### src/rtl/core/edfq_pkg.sv
// edfq_pkg: shared constants, codes and types of the EDF ready queue.
// Used by edfq_cell and edf_deadline_ready_queue.
// No dependencies.
package edfq_pkg;

   // default sizes, handed down through top-level parameters
   localparam int DEPTH_DEF     = 16;
   localparam int ID_BITS_DEF   = 8;
   localparam int TIME_BITS_DEF = 32;

   // fixed request and result field widths
   localparam int STATUS_W = 3;
   localparam int RANK_W   = 4;
   localparam int COUNT_W  = 5;
   localparam int MODE_W   = 2;

   // configuration port
   localparam int CSR_ADDR_W = 3;
   localparam int CSR_DATA_W = 32;
   localparam int CAP_W      = 5;
   localparam logic [CAP_W-1:0] CAP_RESET = 5'd16;
   localparam logic [CSR_ADDR_W-3:0] REG_CAPACITY = 1'b0;

   // operation codes
   localparam logic [MODE_W-1:0] MODE_INSERT = 2'd0;
   localparam logic [MODE_W-1:0] MODE_REMOVE = 2'd1;
   localparam logic [MODE_W-1:0] MODE_POP    = 2'd2;
   localparam logic [MODE_W-1:0] MODE_EXPIRE = 2'd3;

   // result status codes
   localparam logic [STATUS_W-1:0] ST_OK       = 3'd0;
   localparam logic [STATUS_W-1:0] ST_FULL     = 3'd1;
   localparam logic [STATUS_W-1:0] ST_NOTFOUND = 3'd2;
   localparam logic [STATUS_W-1:0] ST_EMPTY    = 3'd3;
   localparam logic [STATUS_W-1:0] ST_NOTHING  = 3'd4;

   // cell commands
   localparam logic [2:0] CELL_HOLD    = 3'd0;
   localparam logic [2:0] CELL_EVAL_LE = 3'd1;
   localparam logic [2:0] CELL_EVAL_LT = 3'd2;
   localparam logic [2:0] CELL_EVAL_ID = 3'd3;
   localparam logic [2:0] CELL_INSERT  = 3'd4;
   localparam logic [2:0] CELL_DROP    = 3'd5;

   // per-cell control from the sequencer
   typedef struct packed {
      logic [2:0] op;        // command for this cycle
      logic       occ;       // cell lies below the task count
      logic       left_hit;  // left neighbour holds a deadline <= new one
      logic       drop_sel;  // cell takes its right neighbour on a drop
   } cell_ctl_type;

endpackage

### src/rtl/core/edfq_cell.sv
// edfq_cell: one slot of the sorted row; holds an id, a deadline and a hit flag.
// Shifts data in from its left (insert) or right (drop) neighbour.
// Depends on edfq_pkg.
module edfq_cell #(
   parameter int ID_BITS   = edfq_pkg::ID_BITS_DEF,
   parameter int TIME_BITS = edfq_pkg::TIME_BITS_DEF
) (
   input  logic                 clock,
   input  edfq_pkg::cell_ctl_type ctl,
   input  logic [ID_BITS-1:0]   key_id,
   input  logic [TIME_BITS-1:0] key_dl,
   input  logic [ID_BITS-1:0]   left_id,
   input  logic [TIME_BITS-1:0] left_dl,
   input  logic [ID_BITS-1:0]   right_id,
   input  logic [TIME_BITS-1:0] right_dl,
   input  logic                 right_hit,
   output logic [ID_BITS-1:0]   slot_id,
   output logic [TIME_BITS-1:0] slot_dl,
   output logic                 hit
);

   logic [ID_BITS-1:0]   id_ff, id_in;
   logic [TIME_BITS-1:0] dl_ff, dl_in;
   logic                 hit_ff, hit_in;
   logic                 my_hit;

   // next slot contents
   always_comb begin
      id_in  = id_ff;
      dl_in  = dl_ff;
      hit_in = hit_ff;
      my_hit = hit_ff & ctl.occ;
      case (ctl.op)
         edfq_pkg::CELL_EVAL_LE: hit_in = (dl_ff <= key_dl);
         edfq_pkg::CELL_EVAL_LT: hit_in = (dl_ff < key_dl);
         edfq_pkg::CELL_EVAL_ID: hit_in = (id_ff == key_id);
         edfq_pkg::CELL_INSERT: begin
            if (!ctl.left_hit) begin
               // right of the insertion point: move one place on
               id_in = left_id;
               dl_in = left_dl;
            end else if (!my_hit) begin
               // the insertion point itself
               id_in = key_id;
               dl_in = key_dl;
            end
         end
         edfq_pkg::CELL_DROP: begin
            if (ctl.drop_sel) begin
               id_in  = right_id;
               dl_in  = right_dl;
               hit_in = right_hit;
            end
         end
         default: ;
      endcase
   end

   // slot registers, payload only
   always_ff @(posedge clock) begin
      id_ff  <= id_in;
      dl_ff  <= dl_in;
      hit_ff <= hit_in;
   end

   assign slot_id = id_ff;
   assign slot_dl = dl_ff;
   assign hit     = hit_ff;

endmodule

### src/rtl/core/edfq_prefix_or.sv
// edfq_prefix_or: log-depth inclusive prefix OR over the cell hit flags.
// Finds everything at and after the first matching cell.
// Depends on nothing.
module edfq_prefix_or #(
   parameter int WIDTH = 16
) (
   input  logic [WIDTH-1:0] vec_in,
   output logic [WIDTH-1:0] prefix_out
);

   localparam int LEVELS = $clog2(WIDTH);

   logic [WIDTH-1:0] lvl [LEVELS+1];

   assign lvl[0] = vec_in;

   // each level folds in the span 2**k below
   for (genvar k = 0; k < LEVELS; k++) begin : g_lvl
      assign lvl[k+1] = lvl[k] | (lvl[k] << (2 ** k));
   end

   assign prefix_out = lvl[LEVELS];

endmodule

### src/rtl/core/edf_deadline_ready_queue.sv
// edf_deadline_ready_queue: EDF ready queue, a row of DEPTH sorted cells and
// a small sequencer. Depends on edfq_pkg, edfq_cell and edfq_prefix_or.
//
//  channel | direction | handshake           | words
//  req_    | in        | req_valid/req_stall | mode, task_id, deadline, now_tick
//  rsp_    | out       | rsp_valid/rsp_stall | status, id, deadline, rank, count, last
//  csr     | in/out    | APB, pready tied 1  | capacity_limit at byte address 0
//
// Insert, remove and pop: the word is taken in idle, compared in eval and its result
// registered in apply; no new word is taken until the sequencer is back in idle. Expire:
// one result per shift of the cell row, all reported from apply before returning to idle.
// Reset (synchronous) empties the queue and sets capacity_limit to 16; no clearing pass.
// rsp_stall with a result pending holds the sequencer and the cell row in the apply step.
module edf_deadline_ready_queue #(
   parameter int DEPTH     = edfq_pkg::DEPTH_DEF,
   parameter int ID_BITS   = edfq_pkg::ID_BITS_DEF,
   parameter int TIME_BITS = edfq_pkg::TIME_BITS_DEF
) (
   input  logic                              clock,
   input  logic                              reset,
   // request channel
   input  logic                              req_valid,
   output logic                              req_stall,
   input  logic [edfq_pkg::MODE_W-1:0]       req_mode,
   input  logic [ID_BITS-1:0]                req_task_id,
   input  logic [TIME_BITS-1:0]              req_deadline,
   input  logic [TIME_BITS-1:0]              req_now_tick,
   // response channel
   output logic                              rsp_valid,
   input  logic                              rsp_stall,
   output logic [edfq_pkg::STATUS_W-1:0]     rsp_status,
   output logic [ID_BITS-1:0]                rsp_task_id_out,
   output logic [TIME_BITS-1:0]              rsp_deadline_out,
   output logic [edfq_pkg::RANK_W-1:0]       rsp_rank,
   output logic [edfq_pkg::COUNT_W-1:0]      rsp_count,
   output logic                              rsp_last,
   // configuration port
   input  logic                              psel,
   input  logic                              penable,
   input  logic                              pwrite,
   input  logic [edfq_pkg::CSR_ADDR_W-1:0]   paddr,
   input  logic [edfq_pkg::CSR_DATA_W-1:0]   pwdata,
   output logic [edfq_pkg::CSR_DATA_W-1:0]   prdata,
   output logic                              pready
);

   localparam int IDX_W = $clog2(DEPTH);
   localparam int CNT_W = $clog2(DEPTH + 1);
   localparam int LIM_W = (CNT_W > edfq_pkg::CAP_W) ? CNT_W : edfq_pkg::CAP_W;

   localparam logic [1:0] ST_IDLE  = 2'd0;
   localparam logic [1:0] ST_EVAL  = 2'd1;
   localparam logic [1:0] ST_APPLY = 2'd2;

   // ---------------- configuration ----------------
   logic [edfq_pkg::CAP_W-1:0] cap_ff, cap_in;
   logic                       reg_sel;

   assign pready  = 1'b1;
   assign reg_sel = (paddr[edfq_pkg::CSR_ADDR_W-1:2] == edfq_pkg::REG_CAPACITY);

   always_comb begin
      cap_in = cap_ff;
      if (psel && penable && pwrite && reg_sel) begin
         cap_in = pwdata[edfq_pkg::CAP_W-1:0];
      end
   end

   always_comb begin
      prdata = '0;
      if (reg_sel) begin
         prdata = edfq_pkg::CSR_DATA_W'(cap_ff);
      end
   end

   always_ff @(posedge clock) begin
      if (reset) begin
         cap_ff <= edfq_pkg::CAP_RESET;
      end else begin
         cap_ff <= cap_in;
      end
   end

   // ---------------- sequencer state ----------------
   logic [1:0]                  state_ff, state_in;
   logic [CNT_W-1:0]            count_ff, count_in;
   logic [IDX_W-1:0]            n_ff, n_in;
   logic [edfq_pkg::MODE_W-1:0] mode_ff;
   logic [ID_BITS-1:0]          id_ff;
   logic [TIME_BITS-1:0]        dl_ff, now_ff;
   logic                        req_take;

   assign req_stall = (state_ff != ST_IDLE);
   assign req_take  = req_valid && !req_stall;

   // captured request word
   always_ff @(posedge clock) begin
      if (req_take) begin
         mode_ff <= req_mode;
         id_ff   <= req_task_id;
         dl_ff   <= req_deadline;
         now_ff  <= req_now_tick;
      end
   end

   // ---------------- cell row ----------------
   logic [ID_BITS-1:0]     c_id [DEPTH];
   logic [TIME_BITS-1:0]   c_dl [DEPTH];
   logic [DEPTH-1:0]       c_hit;
   logic [ID_BITS-1:0]     l_id [DEPTH];
   logic [TIME_BITS-1:0]   l_dl [DEPTH];
   logic [ID_BITS-1:0]     r_id [DEPTH];
   logic [TIME_BITS-1:0]   r_dl [DEPTH];
   logic [DEPTH-1:0]       r_hit;
   logic [DEPTH-1:0]       occ, hit_g, after_hit, first_hit, ins_pt, sel_vec;
   logic [2:0]             cell_op;
   logic [TIME_BITS-1:0]   key_dl;
   edfq_pkg::cell_ctl_type ctl [DEPTH];

   assign key_dl = (mode_ff == edfq_pkg::MODE_EXPIRE) ? now_ff : dl_ff;

   // occupancy and neighbour wiring
   always_comb begin
      for (int i = 0; i < DEPTH; i++) begin
         occ[i] = (CNT_W'(i) < count_ff);
      end
      hit_g = c_hit & occ;
      l_id[0] = id_ff;
      l_dl[0] = dl_ff;
      for (int i = 1; i < DEPTH; i++) begin
         l_id[i] = c_id[i-1];
         l_dl[i] = c_dl[i-1];
      end
      for (int i = 0; i < DEPTH - 1; i++) begin
         r_id[i]  = c_id[i+1];
         r_dl[i]  = c_dl[i+1];
         r_hit[i] = c_hit[i+1];
      end
      r_id[DEPTH-1]  = c_id[DEPTH-1];
      r_dl[DEPTH-1]  = c_dl[DEPTH-1];
      r_hit[DEPTH-1] = c_hit[DEPTH-1];
   end

   // first id match and everything after it
   edfq_prefix_or #(
      .WIDTH (DEPTH)
   ) u_prefix (
      .vec_in     (hit_g),
      .prefix_out (after_hit)
   );

   assign first_hit = hit_g & ~(after_hit << 1);
   assign ins_pt    = ~hit_g & {hit_g[DEPTH-2:0], 1'b1};
   assign sel_vec   = (mode_ff == edfq_pkg::MODE_INSERT) ? ins_pt : first_hit;

   for (genvar i = 0; i < DEPTH; i++) begin : g_cell
      assign ctl[i].op       = cell_op;
      assign ctl[i].occ      = occ[i];
      assign ctl[i].left_hit = (i == 0) ? 1'b1 : hit_g[(i == 0) ? 0 : i - 1];
      assign ctl[i].drop_sel = (mode_ff == edfq_pkg::MODE_REMOVE) ? after_hit[i] : 1'b1;

      edfq_cell #(
         .ID_BITS   (ID_BITS),
         .TIME_BITS (TIME_BITS)
      ) u_cell (
         .clock     (clock),
         .ctl       (ctl[i]),
         .key_id    (id_ff),
         .key_dl    (key_dl),
         .left_id   (l_id[i]),
         .left_dl   (l_dl[i]),
         .right_id  (r_id[i]),
         .right_dl  (r_dl[i]),
         .right_hit (r_hit[i]),
         .slot_id   (c_id[i]),
         .slot_dl   (c_dl[i]),
         .hit       (c_hit[i])
      );
   end

   // encode the selected cell: position and deadline
   logic [IDX_W-1:0]     sel_idx;
   logic [TIME_BITS-1:0] sel_dl;

   always_comb begin
      sel_idx = '0;
      sel_dl  = '0;
      for (int i = 0; i < DEPTH; i++) begin
         if (sel_vec[i]) begin
            sel_idx = sel_idx | IDX_W'(i);
            sel_dl  = sel_dl | c_dl[i];
         end
      end
   end

   // capacity check
   logic [LIM_W-1:0] limit;
   logic             full;

   assign limit = (LIM_W'(cap_ff) < LIM_W'(DEPTH)) ? LIM_W'(cap_ff) : LIM_W'(DEPTH);
   assign full  = (LIM_W'(count_ff) >= limit);

   // ---------------- sequencer and result word ----------------
   logic                          out_free, out_load;
   logic                          rsp_valid_ff, rsp_valid_in;
   logic [edfq_pkg::STATUS_W-1:0] o_status;
   logic [ID_BITS-1:0]            o_id;
   logic [TIME_BITS-1:0]          o_dl;
   logic [IDX_W-1:0]              o_rank;
   logic                          o_last;
   logic [edfq_pkg::STATUS_W-1:0] status_ff;
   logic [ID_BITS-1:0]            oid_ff;
   logic [TIME_BITS-1:0]          odl_ff;
   logic [edfq_pkg::RANK_W-1:0]   rank_ff;
   logic [edfq_pkg::COUNT_W-1:0]  ocount_ff;
   logic                          last_ff;

   assign out_free = !rsp_valid_ff || !rsp_stall;

   always_comb begin
      cell_op  = edfq_pkg::CELL_HOLD;
      out_load = 1'b0;
      o_status = edfq_pkg::ST_OK;
      o_id     = id_ff;
      o_dl     = dl_ff;
      o_rank   = '0;
      o_last   = 1'b1;
      count_in = count_ff;
      state_in = state_ff;
      n_in     = n_ff;
      case (state_ff)
         ST_IDLE: begin
            if (req_take) begin
               state_in = ST_EVAL;
               n_in     = '0;
            end
         end
         ST_EVAL: begin
            // every cell compares against the key at once
            case (mode_ff)
               edfq_pkg::MODE_INSERT: cell_op = edfq_pkg::CELL_EVAL_LE;
               edfq_pkg::MODE_REMOVE: cell_op = edfq_pkg::CELL_EVAL_ID;
               edfq_pkg::MODE_EXPIRE: cell_op = edfq_pkg::CELL_EVAL_LT;
               default:               cell_op = edfq_pkg::CELL_HOLD;
            endcase
            state_in = ST_APPLY;
         end
         ST_APPLY: begin
            if (out_free) begin
               out_load = 1'b1;
               state_in = ST_IDLE;
               case (mode_ff)
                  edfq_pkg::MODE_INSERT: begin
                     if (full) begin
                        o_status = edfq_pkg::ST_FULL;
                     end else begin
                        cell_op  = edfq_pkg::CELL_INSERT;
                        count_in = count_ff + 1'b1;
                        o_rank   = sel_idx;
                     end
                  end
                  edfq_pkg::MODE_REMOVE: begin
                     if (|hit_g) begin
                        cell_op  = edfq_pkg::CELL_DROP;
                        count_in = count_ff - 1'b1;
                        o_dl     = sel_dl;
                        o_rank   = sel_idx;
                     end else begin
                        o_status = edfq_pkg::ST_NOTFOUND;
                        o_dl     = '0;
                     end
                  end
                  edfq_pkg::MODE_POP: begin
                     if (count_ff == '0) begin
                        o_status = edfq_pkg::ST_EMPTY;
                        o_id     = '0;
                        o_dl     = '0;
                     end else begin
                        cell_op  = edfq_pkg::CELL_DROP;
                        count_in = count_ff - 1'b1;
                        o_id     = c_id[0];
                        o_dl     = c_dl[0];
                     end
                  end
                  edfq_pkg::MODE_EXPIRE: begin
                     if (hit_g[0]) begin
                        // head is overdue: report it and shift the row
                        cell_op  = edfq_pkg::CELL_DROP;
                        count_in = count_ff - 1'b1;
                        o_id     = c_id[0];
                        o_dl     = c_dl[0];
                        o_rank   = n_ff;
                        o_last   = !hit_g[1];
                        n_in     = n_ff + 1'b1;
                        if (hit_g[1]) begin
                           state_in = ST_APPLY;
                        end
                     end else begin
                        o_status = edfq_pkg::ST_NOTHING;
                        o_id     = '0;
                        o_dl     = '0;
                     end
                  end
                  default: ;
               endcase
            end
         end
         default: state_in = ST_IDLE;
      endcase
   end

   assign rsp_valid_in = out_load || (rsp_valid_ff && rsp_stall);

   always_ff @(posedge clock) begin
      if (reset) begin
         state_ff     <= ST_IDLE;
         count_ff     <= '0;
         n_ff         <= '0;
         rsp_valid_ff <= 1'b0;
      end else begin
         state_ff     <= state_in;
         count_ff     <= count_in;
         n_ff         <= n_in;
         rsp_valid_ff <= rsp_valid_in;
      end
   end

   // result word register
   always_ff @(posedge clock) begin
      if (out_load) begin
         status_ff <= o_status;
         oid_ff    <= o_id;
         odl_ff    <= o_dl;
         rank_ff   <= edfq_pkg::RANK_W'(o_rank);
         ocount_ff <= edfq_pkg::COUNT_W'(count_in);
         last_ff   <= o_last;
      end
   end

   assign rsp_valid        = rsp_valid_ff;
   assign rsp_status       = status_ff;
   assign rsp_task_id_out  = oid_ff;
   assign rsp_deadline_out = odl_ff;
   assign rsp_rank         = rank_ff;
   assign rsp_count        = ocount_ff;
   assign rsp_last         = last_ff;

   // ---------------- assertions ----------------
   a_count_bound: assert property (@(posedge clock) disable iff (reset)
      count_ff <= CNT_W'(DEPTH))
      else $error("task count above depth");

   a_count_step: assert property (@(posedge clock) disable iff (reset)
      !$past(reset) |-> (count_ff == $past(count_ff) ||
                         count_ff == $past(count_ff) + 1'b1 ||
                         count_ff == $past(count_ff) - 1'b1))
      else $error("task count moved by more than one");

   a_sorted: assert property (@(posedge clock) disable iff (reset)
      (state_ff == ST_APPLY && (mode_ff == edfq_pkg::MODE_INSERT ||
                                mode_ff == edfq_pkg::MODE_EXPIRE))
      |-> ((hit_g & (hit_g + 1'b1)) == '0))
      else $error("deadline compare flags not a prefix, row out of order");

   a_rsp_source: assert property (@(posedge clock) disable iff (reset)
      $rose(rsp_valid_ff) |-> $past(state_ff) == ST_APPLY)
      else $error("result word loaded outside the apply step");

endmodule
### config.mk
export PLATFORM = sky130hd
export DESIGN_NAME = edf_deadline_ready_queue
export DESIGN_NICKNAME = d
export VERILOG_FILES = /design/src/rtl/core/edfq_pkg.sv /design/src/rtl/core/edfq_cell.sv /design/src/rtl/core/edfq_prefix_or.sv /design/src/rtl/core/edf_deadline_ready_queue.sv
export SDC_FILE = /design/constraint.sdc
export NUM_CORES = 2
export LEC_CHECK = 0
export BUFFER_PORTS_ARGS = -buffer_cell sky130_fd_sc_hd__buf_2
export CAP_MARGIN = 20
export CELL_PAD_IN_SITES_DETAIL_PLACEMENT = 1
export CELL_PAD_IN_SITES_GLOBAL_PLACEMENT = 1
export CORE_UTILIZATION = 45
export DETAILED_ROUTE_END_ITERATION = 16
export GPL_TIMING_DRIVEN = 0
export PLACE_DENSITY = 0.74
export SLEW_MARGIN = 20
export SYNTH_ARGS = -nofsm -noshare
export SYNTH_HDL_FRONTEND = slang
export SYNTH_SLANG_ARGS = --single-unit
### constraint.sdc
create_clock -name clock -period 6.5 [get_ports clock]
set_clock_uncertainty 0.1 [all_clocks]
set_input_delay 0.325 -clock clock [delete_from_list [all_inputs] [get_ports clock]]
set_output_delay 0.325 -clock clock [all_outputs]
set_load 0.1 [all_outputs]
Word-level counts from Yosys, hierarchy flattened. Index checks and enable logic that the tools add are counted. W data, S select, Z words.

Register bits: 800. Bits of input ports: 116. Output and inout port bits: 88. Word-level logic and storage cells: 524.

$add $sub $neg: 3. Magnitude comparators: 50. Eq/ne operators: 61. Mux-type cells: 251. Bitwise logic cells: 41. Reduce and logical (&&, ||, !) cells: 55.

Operators by type and width (count): $mux W32 (68); $pmux W32 S2 (15); $le A32 B32 Y1 (16); $lt A32 B32 Y1 (16); $or A32 B32 Y32 (15); $mux W8 (50); $pmux W8 S2 (16); $eq A8 B8 Y1 (16); $pmux W32 S3 (1); $mux W4 (15); $or A15 B15 Y15 (4); $pmux W1 S4 (15); $and A16 B16 Y16 (3); $reduce_and A3 Y1 (15); $ne A2 B2 Y1 const B (21); $ne A3 B3 Y1 const B (14); $lt A4 B5 Y1 const A (8); $mux W5 (8); $reduce_and A2 Y1 (18); $mux W1 (34); $not A16 Y16 (2); $mux W3 (10); $pmux W3 S4 (2); $lt A3 B5 Y1 const A (4); other kinds (33) (75).

Depth between registers and ports, before layout.
Word-level depth: 44. Gate-level depth with buffers: 18.

By module. From an unflattened synthesis, not the netlist that was laid out.

Cells, all modules: 6191. Area total of the unflattened synthesis: 59589.7 sq um.

By module, submodules not included: edfq_cell at g_cell[0].u_cell ... (instances 10, cells each 317, area each 3062.9 sq um, sequential area each 1231.2 sq um); edfq_cell at g_cell[4].u_cell ... (instances 6, cells each 316, area each 3050.4 sq um, sequential area each 1231.2 sq um); edf_deadline_ready_queue (instances 1, cells each 1101, area each 10511.3 sq um, sequential area each 4154.0 sq um); edfq_prefix_or (instances 1, cells each 24, area each 146.4 sq um, sequential area each 0.0 sq um).

Worst setup path before layout. No wires, ideal clock.

Kind: register to register. From: register count_ff[1]. To: register g_cell[5].u_cell.dl_ff[0], enable pin. Setup time: 0.511 ns. Arrival: 5.896 ns. Data required time: 5.889 ns. Slack: -0.006 ns. Stages on the path, launching flop included: 14. Cell sequence: dfxtp_1 -> buf_2 -> clkbuf_1 -> inv_1 -> ha_1 -> or4b_1 -> clkbuf_1 -> a21oi_1 -> o221a_2 -> nand4_1 -> and2_1 -> clkbuf_1 -> clkbuf_1 -> a311oi_1.

Longest elaborated chain between the ends: 10. Elaborated cells between the ends (all ways): 39.

RTL lines: start, declared (line edf_deadline_ready_queue.sv:86) `logic [CNT_W-1:0] count_ff, count_in;`; start signal, assigned (line edf_deadline_ready_queue.sv:322) `count_ff <= count_in;`; $lt A1 B5 Y1, or another cell as far along (line edf_deadline_ready_queue.sv:125) `occ[i] = (CNT_W'(i) < count_ff);`; $and A16 B16 Y16 (line edf_deadline_ready_queue.sv:127) `hit_g = c_hit & occ;`; $reduce_or A16 Y1 (line edf_deadline_ready_queue.sv:263) `if (|hit_g) begin`; $mux W3 (line edf_deadline_ready_queue.sv:263); $pmux W3 S4 (line edf_deadline_ready_queue.sv:252) `case (mode_ff)`; $mux W3 (line edf_deadline_ready_queue.sv:249) `if (out_free) begin`; $pmux W3 S2 (line edf_deadline_ready_queue.sv:231) `case (state_ff)`; $eq A3 B3 Y1 (line edfq_cell.sv:33) `case (ctl.op)`; $ne A3 B3 Y1 (no source line), or another cell as far along; $reduce_and A3 Y1 (no source line) (*); end signal, assigned (line edfq_cell.sv:62) `dl_ff <= dl_in;`; end, declared (line edfq_cell.sv:23) `logic [TIME_BITS-1:0] dl_ff, dl_in;`.

Every way passes the cells marked *; elsewhere a longest branch is shown, timed or not. A chain may end at the register's enable or synchronous reset.

Worst setup path in the final report.
From: register mode_ff[0] (netlist bit). To: register g_cell[13].u_cell.hit_ff (data pin).

Longest elaborated chain between the ends: 6. Elaborated cells between the ends (all ways): 16.

RTL lines: start, declared (line edf_deadline_ready_queue.sv:88) `logic [edfq_pkg::MODE_W-1:0] mode_ff;`; start signal, assigned (line edf_deadline_ready_queue.sv:99) `mode_ff <= req_mode;`; parallel branches: the longest is 5 deep, another holds $lt A32 B32 Y1; $pmux W1 S4 (*) (line edfq_cell.sv:33); via g_cell[13].u_cell.hit_in (line edfq_cell.sv:24) `logic hit_ff, hit_in;`; end signal, assigned (line edfq_cell.sv:63) `hit_ff <= hit_in;`; end, declared (line edfq_cell.sv:24).

Mark *: on every way through the listed nets, which the timed path passes.

==> flow_metrics.py <==
metrics = {
    "setup_path": {
        "start_kind": "flop",
        "worstSetupPathType": "flop to flop",
        "worstPathArrival_ns": 6.98,
        "timing.rr.end": "g_cell[13].u_cell.hit",
        "slowest_delay_ns": 0.83,
        "critPathRequiredTime_ns": 6.88,
        "crit_chain": "buf_2 > nand2_1 > clkbuf_2 > mux2i_2 > clkbuf_2 > ha_1 > nand4_1 > or2_2 > nor4_1 > nand2_1 > or3_1 > a21oi_1 > nor4_1 > a211o_1",
        "r2r_slack_ns": -0.1,
        "reg2reg_from": "mode_ff[0]",
        "worstSetupEndpointType": "flop",
        "cp_max_fo": 25,
        "cp_slowest_cell": "nor4_1",
        "reg2regPathDepth": 14,
    },
    "min_path": {
        "whs_endpoint": "cap_ff[4]",
        "min_path_type": "primary input to flop",
        "min_path_cells": 3,
        "holdCritStartpoint": "pwrite",
    },
    "synthesis": {
        "yosysUniqueCellTypes": 84,
        "synthFlopType": "edfxtp_1",
        "syn_area_sq_mm": 0.0551,
        "synthCells": 6053,
        "synth-xor-area-share_pct": 2.05,
        "synth.avg_cell_area_sq_um": 9.10,
        "seq_area_frac_synth_pct": 43.3,
        "synth_top_family_by_area": "compound AO/OA/AOI/OAI gates",
        "synth_compound_area_share_pct": 21.6,
        "ys_ff_latch": 800,
        "synth_fa_ha_area_share_pct": 11.9,
        "synth_area_leaders": "edfxtp_1, ha_1, o21ai_0",
        "async_flop_share_pct": 0,
        "yosys-mux-area-fraction_pct": 1.60,
        "yosys.area.top_type": "edfxtp_1",
        "ys_warn_count": 0,
        "synth_edf_count": 783,
        "synth-simple-area-share_pct": 15.6,
        "synth_top_area_share_pct": 42.7,
    },
    "sta": {
        "worstMarginPinSlew_ns": 1.41,
        "hold_viol_final": 0,
        "slew_violations": 0,
        "setup-violations-final": 7,
        "period_needed_ns": 6.60,
        "max_freq_ghz": 0.152,
        "relSlewSlack_pct": 5.28,
        "setup_ws_ns": -0.0994,
        "rsz0062_at_grt": "false",
        "timing.final.crit_share_pct": 102,
    },
    "global_route": {
        "antenna_found_initial": 18,
        "grt_pass1_wl_um": 390000,
        "grt_use_total_pct": 44.2,
        "grt_start_max_net_pins": 62,
        "grt_pass1_vias": 54600,
        "gr-total-overflow": 0,
    },
    "die": {
        "chipHeight_um": 352,
        "core_sq_mm": 0.121,
        "fp.dieW_um": 352,
        "initial_core_util_pct": 45.7,
        "num_rows": 127,
        "pin_count": 204,
        "dieArea_sq_mm": 0.124,
    },
    "power": {
        "sw_frac_of_total_pct": 32.8,
        "p_per_area_mw_per_mm2": 233,
        "p_leak_uw": 0.0236,
        "combPwrFrac_pct": 21.4,
        "netSwitchingPower_uw": 4830,
        "p_int_uw": 9880,
        "clock_power_share_pct": 38.4,
        "vdd_ir_drop_max_v": 0.000229,
        "total_power_uw": 14700,
        "seqPwrFrac_pct": 40.2,
    },
    "outcome": {
        "violations": "setup timing",
        "status": "finished with violations",
    },
    "clock_network": {
        "cts_buffers": 97,
        "cts-root-buf": "clkbuf_16",
        "clkTransAtPathRegs_ns": 0.06,
        "htreeDepth": 3,
        "clock_sinks": 800,
        "clockBufferDepth": 3,
        "cts_tree": "yes",
        "insertion_delay_ns": 0.73,
    },
    "route": {
        "ant_nets": 0,
        "drt_iter0_markers": 7652,
        "vias": 54500,
        "wl_met2_um": 122000,
        "drc": 0,
        "drt-met1-wl_um": 106000,
        "vias_per_cell": 6.68,
        "dr.pass1.iters": 8,
        "met3RoutedLength_um": 25400,
        "wl_per_cell_um": 34.1,
        "wl_um": 278000,
        "topRoutingLayerUsed": "met5",
    },
    "layout": {
        "area_growth_pct": 14.6,
        "drive_above_1_share_pct": 8.87,
        "final_nets": 7110,
        "fin_cells": 8164,
    },
    "flow_run": {
        "maxCapViolCount": 0,
    },
    "placement": {
        "globalplace.congestion": 1.03,
        "dp.cells": 7897,
        "dp_hpwl_um": 223000,
        "dp_slack_ns": -0.683,
        "io_buffer_count": 146,
    },
}
cell usage in the layout, fill, tap and decap left out, types with 28 or more instances in the layout:
cell type / count
a211oi_1: 43
a21o_1: 108
a21oi_1: 664
a221o_1: 42
a221oi_1: 47
a222oi_1: 30
a22oi_1: 77
a31oi_1: 113
buf_2: 222
buf_4: 44
buf_6: 37
clkbuf_1: 302
clkbuf_16: 102
clkbuf_2: 43
conb_1: 28
dlygate4sd3_1: 82
edfxtp_1: 783
ha_1: 526
inv_1: 40
mux2i_1: 63
nand2_1: 892
nand3_1: 60
nand4_1: 152
nor2_1: 686
nor2b_1: 47
nor3_1: 42
o211ai_1: 36
o21ai_0: 669
xnor2_1: 113
flip-flops by register name, indices dropped and copies added (netlist names):
register	cells
state_ff	2
count_ff	5
rsp_count	5
rsp_status	3
g_cell.u_cell.slot_dl	512
mode_ff	2
rsp_last	1
rsp_task_id_out	8
g_cell.u_cell.hit	16
dl_ff	32
cap_ff	5
n_ff	4
g_cell.u_cell.slot_id	128
rsp_valid	1
rsp_rank	4
id_ff	8
now_ff	32
rsp_deadline_out	32
worst max-delay path, delay by kind of cell (launching register included):
kind | cells | cell delay (ns)
fa+ha+maj | 1 | 0.29
buf+inv | 3 | 1.47
mux | 1 | 0.65
simple gates | 7 | 2.76
compound gates | 2 | 0.65
flops | 1 | 0.35
stage by stage:
step | hold slack, ns | setup TNS, ns | utilization (%) | cell area [sq um]
2_1_floorplan | 0.294 | 0 | - | 55200
3_3_place_gp | 0.387 | -2030.63 | 48.0 | 57900
3_5_place_dp | 0.396 | -58.12 | 49.0 | 59000
4_1_cts | 0.0506 | 0 | 52.2 | 63000
5_1_grt | 0.0773 | 0 | 52.3 | 63100
6_report | 0.0684 | -0.369 | 52.3 | 63100
final cells by class:
class,instances,area [sq um]
Multi-Input combinational cell,4776,29600
Clock inverter,57,455
Antenna cell,4,10.0
Timing Repair Buffer,291,2340
Inverter,40,150
Buffer,462,2030
Fill cell,13900,57500
Tap cell,1612,2020
Clock buffer,122,2650
Sequential cell,800,23900
synthesized netlist by cell type, types with 8 or more instances:
| master | number |
|---|---|
| nor2_1 | 688 |
| buf_2 | 73 |
| and2_1 | 8 |
| o31a_1 | 8 |
| xor2_1 | 16 |
| a221oi_1 | 49 |
| a31oi_1 | 114 |
| buf_4 | 29 |
| a211o_1 | 23 |
| o21a_1 | 17 |
| or4_1 | 14 |
| nor3_1 | 45 |
| dfxtp_1 | 17 |
| a22o_1 | 23 |
| nand2b_1 | 15 |
| inv_1 | 40 |
| or3_1 | 14 |
| a211oi_1 | 49 |
| mux2_2 | 8 |
| o21ai_0 | 672 |
| xnor2_1 | 113 |
| and3_1 | 15 |
| nand3_1 | 60 |
| buf_1 | 25 |
| nor2b_1 | 47 |
| edfxtp_1 | 783 |
| nand2_1 | 892 |
| mux2i_1 | 79 |
| nand4_1 | 152 |
| a221o_1 | 42 |
| a222oi_1 | 30 |
| a22oi_1 | 77 |
| clkbuf_1 | 332 |
| ha_1 | 526 |
| a21o_1 | 108 |
| a21oi_1 | 666 |
| o211ai_1 | 36 |
| nor4_1 | 28 |
how the worst max path moves through the flow:
stage / from / to / slack, ns / depth (start not counted)
2_1_floorplan: count_ff[1] / g_cell[6].u_cell.slot_dl[0] / 0.15 / 13
3_3_place_gp: count_ff[2] / g_cell[6].u_cell.slot_dl[16] / -4.08 / 10
3_5_place_dp: count_ff[1] / g_cell[14].u_cell.slot_dl[27] / -0.68 / 15
4_1_cts: count_ff[1] / g_cell[14].u_cell.slot_dl[18] / 0.04 / 18
5_1_grt: count_ff[1] / g_cell[14].u_cell.slot_dl[25] / 0.03 / 19
6_report: mode_ff[0] / g_cell[13].u_cell.hit / -0.1 / 14
power by group through the flow:
stage / clock network (uW) / registers, uW / logic, uW
2_1_floorplan: 0 / 6160 / 1630
3_3_place_gp: 0 / 6030 / 2790
3_5_place_dp: 0 / 6010 / 2970
4_1_cts: 5600 / 5900 / 3040
5_1_grt: 5780 / 5920 / 3310
6_report: 5650 / 5910 / 3150
cells by family after synthesis:
| kind of cell | count (synthesis) |
|---|---|
| AOI/OAI and AO/OA | 1995 |
| xor gates and xnor gates | 129 |
| adders and majority gates | 526 |
| buffers and inverters | 503 |
| DFF | 800 |
| muxes | 87 |
| other | 2 |
| and+or+nand+nor | 2011 |
routing by layer:
metal	vias up	track usage [%]
li1	23400	-
met1	27200	55.4
met2	3100	68.1
met3	745	8.50
met4	10	32.3
met5	-	0
what timing repair did:
item                                    CTS  global route
endpoints found under the setup margin  414           322
pin swaps                                 0             1
buffers inserted                          0             2
hold buffers                             82             0
hold endpoints to repair                 87             0
gates resized for setup                  11            26
Power figures use the tool's default switching activity.
